File: config.mk
export PLATFORM = sky130hd
export DESIGN_NAME = uuid_v7_monotonic_generator_core
export DESIGN_NICKNAME = d
export VERILOG_FILES = /design/src/design/uvg_pkg.sv /design/src/design/uuid_v7_monotonic_generator_core.sv
export SDC_FILE = /design/constraint.sdc
export NUM_CORES = 1
export LEC_CHECK = 0
export BUFFER_PORTS_ARGS = -buffer_cell sky130_fd_sc_hd__buf_2
export CAP_MARGIN = 40
export CORE_MARGIN = 3
export CORE_UTILIZATION = 30
export DETAILED_ROUTE_END_ITERATION = 16
export GPL_TIMING_DRIVEN = 0
export PLACE_DENSITY = 0.47
export SETUP_SLACK_MARGIN = 0.5
export SYNTH_ARGS = -nofsm -noshare
export SYNTH_HDL_FRONTEND = slang
export SYNTH_SLANG_ARGS = --single-unit
File: constraint.sdc
create_clock -name clk -period 11.75 [get_ports clk]
set_clock_uncertainty 0.1 [all_clocks]
set_input_delay 1.7625 -clock clk [delete_from_list [all_inputs] [get_ports clk]]
set_output_delay 1.7625 -clock clk [all_outputs]
set_load 0.02 [all_outputs]
File: src/design/uvg_pkg.sv
// uvg_pkg: shared types and constants for the uuid v7 generator core
// word layouts for the request and result channels, field widths, fixed codes
// no dependencies
`default_nettype none

package uvg_pkg;

  localparam int unsigned TS_W    = 48;
  localparam int unsigned SEQ_W   = 12;
  localparam int unsigned RAND_W  = 62;
  localparam int unsigned DRIFT_W = 16;
  localparam int unsigned HALF_W  = 64;

  localparam logic [DRIFT_W-1:0] DRIFT_RESET = 16'd2000;
  localparam logic [TS_W-1:0]    TS_MAX      = {TS_W{1'b1}};
  localparam logic [3:0]         UUID_VERSION = 4'h7;
  localparam logic [1:0]         UUID_VARIANT = 2'b10;

  typedef struct packed {
    logic [TS_W-1:0]   now_ms;
    logic [SEQ_W-1:0]  fresh_seq;
    logic [RAND_W-1:0] random_bits;
  } in_word_t;

  typedef struct packed {
    logic              granted;
    logic [HALF_W-1:0] uuid_high;
    logic [HALF_W-1:0] uuid_low;
  } out_word_t;

endpackage

`default_nettype wire

File: src/design/uuid_v7_monotonic_generator_core.sv
// uuid_v7_monotonic_generator_core: monotonic version 7 uuid generator
// one request word in, one result word out; uses uvg_pkg
`default_nettype none

// Usage
//   in_valid/in_stall/in_word: one request per word (time in ms, sequence seed,
//   random tail). out_valid/out_stall/out_word: one result per request, with
//   granted low and a zero uuid when the drift limit refuses it.
//   cfg_we/cfg_wdata write max_drift_ms; write only while no request is in flight.
// Output register and throughput
//   The result is loaded into the output register at the accepting edge. One
//   request per cycle is sustained while out_stall is low: the timestamp and
//   sequence registers are updated at the accepting edge, so the next request
//   sees them in the following cycle. The path is 49-bit add/compare logic.
// Stall
//   While out_stall holds a waiting result, in_stall is raised; as soon as the
//   result is taken, or the output register is empty, a new request is taken in
//   the same cycle.
// Reset
//   Synchronous, active low: timestamp and sequence cleared, max_drift_ms back
//   to 2000, output register empty.
module uuid_v7_monotonic_generator_core (
  input  wire logic              clk,
  input  wire logic              rst_n,
  input  wire logic              in_valid,
  output logic                   in_stall,
  input  wire uvg_pkg::in_word_t in_word,
  output logic                   out_valid,
  input  wire logic              out_stall,
  output uvg_pkg::out_word_t     out_word,
  input  wire logic              cfg_we,
  input  wire logic [15:0]       cfg_wdata
);
  import uvg_pkg::*;

  logic [DRIFT_W-1:0] drift_r;
  logic [TS_W-1:0]    last_ts_r, last_ts_nxt;
  logic [SEQ_W-1:0]   last_seq_r, last_seq_nxt;
  logic               out_valid_r;
  out_word_t          out_word_r, out_word_nxt;

  logic               acc;
  logic [SEQ_W-1:0]   fresh;
  logic [TS_W:0]      ts_lead;
  logic [TS_W-1:0]    real_ts;
  logic [TS_W:0]      ts_limit;
  logic [TS_W:0]      ts_inc;
  logic [SEQ_W-1:0]   seq_pick;
  logic               ok;

  assign in_stall  = out_valid_r && out_stall;
  assign acc       = in_valid && !in_stall;
  assign out_valid = out_valid_r;
  assign out_word  = out_word_r;

  always_comb begin
    fresh    = (in_word.fresh_seq == '0) ? SEQ_W'(1) : in_word.fresh_seq;
    ts_lead  = {1'b0, last_ts_r} + {{(TS_W + 1 - DRIFT_W){1'b0}}, drift_r};
    // clamp the time to the allowed lead over the stored timestamp
    real_ts  = ({1'b0, in_word.now_ms} > ts_lead) ? ts_lead[TS_W-1:0] : in_word.now_ms;
    ts_limit = {1'b0, real_ts} + {{(TS_W + 1 - DRIFT_W){1'b0}}, drift_r};
    ts_inc   = {1'b0, last_ts_r} + {{TS_W{1'b0}}, 1'b1};
    seq_pick = ((last_seq_r == '0) && (real_ts == last_ts_r)) ? fresh
                                                              : last_seq_r + SEQ_W'(1);
    last_ts_nxt  = last_ts_r;
    last_seq_nxt = last_seq_r;
    if (real_ts > last_ts_r) begin
      ok           = 1'b1;
      last_ts_nxt  = real_ts;
      last_seq_nxt = fresh;
    end else if (seq_pick == '0) begin
      // sequence wrapped: borrow one ms of virtual time
      ok           = !(ts_inc > ts_limit) && (last_ts_r != TS_MAX);
      last_ts_nxt  = ts_inc[TS_W-1:0];
      last_seq_nxt = fresh;
    end else begin
      ok           = !({1'b0, last_ts_r} > ts_limit);
      last_seq_nxt = seq_pick;
    end

    out_word_nxt = '0;
    if (ok) begin
      out_word_nxt.granted   = 1'b1;
      out_word_nxt.uuid_high = {last_ts_nxt, UUID_VERSION, last_seq_nxt};
      out_word_nxt.uuid_low  = {UUID_VARIANT, in_word.random_bits};
    end
  end

  always_ff @(posedge clk) begin
    if (!rst_n) begin
      drift_r     <= DRIFT_RESET;
      last_ts_r   <= '0;
      last_seq_r  <= '0;
      out_valid_r <= 1'b0;
    end else begin
      if (cfg_we) begin
        drift_r <= cfg_wdata;
      end
      if (acc) begin
        out_valid_r <= 1'b1;
        if (ok) begin
          last_ts_r  <= last_ts_nxt;
          last_seq_r <= last_seq_nxt;
        end
      end else if (!out_stall) begin
        out_valid_r <= 1'b0;
      end
    end
  end

  // result word only loads with an accepted request
  always_ff @(posedge clk) begin
    if (acc) begin
      out_word_r <= out_word_nxt;
    end
  end

  // a refused result carries an all-zero uuid
  a_refused_zero: assert property (@(posedge clk) disable iff (!rst_n)
    (out_valid_r && !out_word_r.granted) |->
      (out_word_r.uuid_high == '0) && (out_word_r.uuid_low == '0))
    else $error("refused result carries nonzero uuid");

  // a granted uuid never has a zero sequence
  a_seq_nonzero: assert property (@(posedge clk) disable iff (!rst_n)
    (out_valid_r && out_word_r.granted) |-> (out_word_r.uuid_high[SEQ_W-1:0] != '0))
    else $error("granted uuid with zero sequence");

  // refusal leaves the stored state untouched
  a_refused_keeps_state: assert property (@(posedge clk) disable iff (!rst_n)
    (acc && !ok) |=> ($stable(last_ts_r) && $stable(last_seq_r)))
    else $error("refused request changed state");

  // granted requests strictly advance the combined timestamp and sequence value
  a_monotonic: assert property (@(posedge clk) disable iff (!rst_n)
    (acc && ok) |=> ({last_ts_r, last_seq_r} > $past({last_ts_r, last_seq_r})))
    else $error("timestamp/sequence did not advance");

  // the output register empties when its result is taken and no new request is accepted
  a_load_on_accept: assert property (@(posedge clk) disable iff (!rst_n)
    (out_valid_r && !out_stall && !acc) |=> !out_valid_r)
    else $error("output valid without a request");

endmodule

`default_nettype wire
==> impl_metrics.yaml <==
sta:
  holdWs_ns: 0.4173
  hold_violations: 0
  slew_violations: 0
  fmax_mhz: 87.81
  setup_viol: 0
  fin_crit_sh_pct: 96.92
  period_needed_ns: 11.39
  tightest_slew_ns: 0.9417
  final.setup.worst_slack_ns: 0.3618
  relSlewSlack_pct: 36.56
  fin_setup_tns_ns: 0
  rsz0062_at_grt: "yes"
drt:
  final_antenna_net_count: 0
  num_vias: 18330
  firstDrtPassIters: 7
  drt_wl_total_um: 78320
  drt-initial-drc-count: 1202
  viasPerCell: 5.330
  detail_route.wl_per_cell_um: 22.78
  drc_errors: 0
worst_hold_path:
  hold_path.class: "flop to flop"
  hold_end: "drift_r[10]"
  hold_depth: 2
  hp-start: "drift_r[10]"
power_and_ir_drop:
  leakage_uw: 0.01009
  power.density_nw_per_um2: 223.1
  intPower_uw: 2792
  netSwitchingPower_uw: 2795
  ir_drop_v: 0.0001567
  clock_power_share_pct: 11.9
  seqPwrFrac_pct: 19.7
  pwr-share-comb_pct: 68.4
  sw_frac_of_total_pct: 50.03
cells_and_area:
  nFillCells: 6156
  area_delta_synth_final_pct: 34.55
  nets: 2962
  layout_commonest_cell: "buf_2"
  drive_gt1_share_pct: 30.66
  final-seq-area_um2: 5284
  fin_area_um2: 25040
  final_cell_mix: "289 x buf_2, 193 x ha_1, 182 x nor2_1"
  stdcell_count: 3438
  multiInputGateArea_um2: 13920
worst_setup_path:
  ff2ff_path_depth: 55
  startpoint_type: "flop"
  cp.required_ns: 12.00
  worst_ep_arrival_time_ns: 11.64
  reg2reg_to: "last_ts_r[21]"
  cp_slowest_cell: "or4_1"
  r2r-start: "last_ts_r[10]"
  cp_max_fo: 7
  crit_path_max_incr_delay_ns: 0.53
  crit_top_cell: "a21o_1"
  critPathBufInv: 14
  path_delay_family: "compound AO/OA/AOI/OAI gates"
  cp-end-kind: "flop"
  criticalPathCategory: "flop to flop"
  worst-r2r-setup-slack_ns: 0.36
global_routing:
  grt_pass1_vias: 18030
  grt_max_degree: 30
  grt_pass1_wl_um: 112600
  grt_use_total_pct: 23.23
  grt_overflow: 0
  antenna_found_initial: 0
floorplan:
  die_y_um: 255.1
  coreArea_um2: 60920
  io_pins: 274
  start_util_pct: 30.55
  die-area_um2: 65070
  dieWidth_um: 255.1
  rows: 90
synth:
  synth_area_um2: 18610
  postSynthAreaPerCell_um2: 8.507
  synthFlopType: "edfxtp_1"
  async_reset_ff_share_pct: 0
  yosysWarnings: 0
  seq_area_frac_synth_pct: 28.13
  synth_edf_count: 123
  synth_cell_type_count: 100
  syn_inst: 2188
  ys_ff_latch: 200
clock_tree:
  cts_sinks: 200
  clock_latency_ns: 0.50
  cts-root-buf: "clkbuf_16"
  clkSlewWorstSetupHoldPaths_ns: 0.09
  cts_tree: "done"
  htreeDepth: 4
  clockBufferDepth: 2
  hold_buffers: 0
  cts_made_buffers: 17
placement:
  io_buffer_count: 269
  dp.cells: 3301
  pre_cts_slack_ns: -3.746
  placed_area_um2: 21250
  gp_congestion: 0.9753
  dp.final_hpwl_um: 62850
outcome:
  outcome: "complete, no violations"
job:
  maxCapViolCount: 0
[tightest hold or removal path: cells and delay by family, from the launching register on]
kind	cells	cell delay, ns
flip-flops	1	0.37
multiplexers	1	0.07
AND/OR/NAND/NOR	1	0.06
[layer usage]
metal | vias to the layer above | part of all wire (%) | GRT usage (%)
met5 | - | 0 | 0
met4 | 0 | 3.6 | 7.933
met3 | 108 | 4.9 | 3.038
met2 | 546 | 49 | 40.84
met1 | 8964 | 43 | 29.31
li1 | 8708 | - | -
[final cells by class]
| cell class | count | area share (%) |
|---|---|---|
| antenna | 1 | 0.009992 |
| buffer | 119 | 3.892 |
| clock buffer | 17 | 1.699 |
| clock inverter | 15 | 0.9442 |
| inverter | 136 | 2.038 |
| multi-input combinational | 1734 | 55.60 |
| sequential | 200 | 21.10 |
| tap | 828 | 4.137 |
| timing repair buffer | 388 | 10.59 |
[sequential cells by signal, summed over array words and instances, names as in the netlist]
| name | cells |
|---|---|
| drift_r | 16 |
| last_seq_r | 12 |
| last_ts_r | 48 |
| out_valid | 1 |
| out_word | 123 |
[power by group through the flow]
stage | Sequential, µW | Clock (µW) | Combinational [µW]
after floorplan | 1200 | 0 | 1950
after global placement | 1110 | 0 | 3100
after detailed placement | 1100 | 0 | 3150
after CTS | 1090 | 686 | 3470
after global routing | 1120 | 707 | 4160
final | 1100 | 663 | 3820
[how the worst max path moves through the flow]
stage                        from             to  slack [ns]  cells past startpoint
finish              last_ts_r[10]  last_ts_r[21]        0.36                     55
global route           drift_r[8]  last_ts_r[21]       -0.02                     56
CTS                    drift_r[1]  last_ts_r[20]        0.50                     53
detailed placement   last_ts_r[0]   out_word[96]       -3.75                     52
global placement     last_ts_r[0]   out_word[96]       -4.09                     48
floorplan            last_ts_r[1]  out_word[112]        0.98                     51
[cell families after synthesis]
| group | share of synthesized area, % |
|---|---|
| adder cells (fa/ha/maj) | 15.29 |
| buffers and inverters | 5.828 |
| multiplexers | 1.949 |
| other | 0.02015 |
| AO/OA/AOI/OAI | 17.54 |
| AND/OR/NAND/NOR | 22.13 |
| flip-flops | 28.13 |
| XOR/XNOR | 9.115 |
[stage by stage]
stage          utilization (%)  total power, µW
2_1_floorplan                -             3149
3_3_place_gp             34.47             4209
3_5_place_dp             34.88             4255
4_1_cts                  38.68             5249
5_1_grt                  41.10             5982
6_report                 41.11             5586
[cell usage after synthesis, types with 8 or more instances]
master    instances  area share [%]
o31ai_1          15            0.61
nor3_1           47             1.3
a211oi_1         17            0.69
buf_4            14            0.56
nand2b_1         18            0.61
nand3_1         117             3.1
xnor2_1         168             7.9
and4_1           10            0.47
xor2_1           18            0.85
ha_1            221              15
a31oi_1           9            0.30
nand4_1          65             2.2
edfxtp_1        123              20
and2_1           11            0.37
a21o_1           53             2.1
nor2b_1          98             3.3
or4_1             9            0.36
nand2_1         131             2.6
or2_2            11            0.37
o31ai_2          28             1.9
buf_2            36            0.97
or3_1            12            0.40
inv_1           133             2.7
buf_1            12            0.24
and3_1           15            0.50
o211ai_1         12            0.48
mux2i_1          34             1.8
dfxtp_1          77             8.3
clkbuf_1         53             1.1
a22oi_1           8            0.32
o21a_1           16            0.65
nor4_1           21            0.71
a21oi_1         135             3.6
nor2_1          216             4.4
o21ai_0          90             2.4
o21bai_1         12            0.48
[repair_timing]
action	4_1_cts	5_1_grt
gates cloned	2	7
setup buffers	52	43
endpoints found under the setup margin	183	183
pin swaps	75	87
gates resized for setup	262	232
Note: power is estimated with default switching activity, not from simulation.
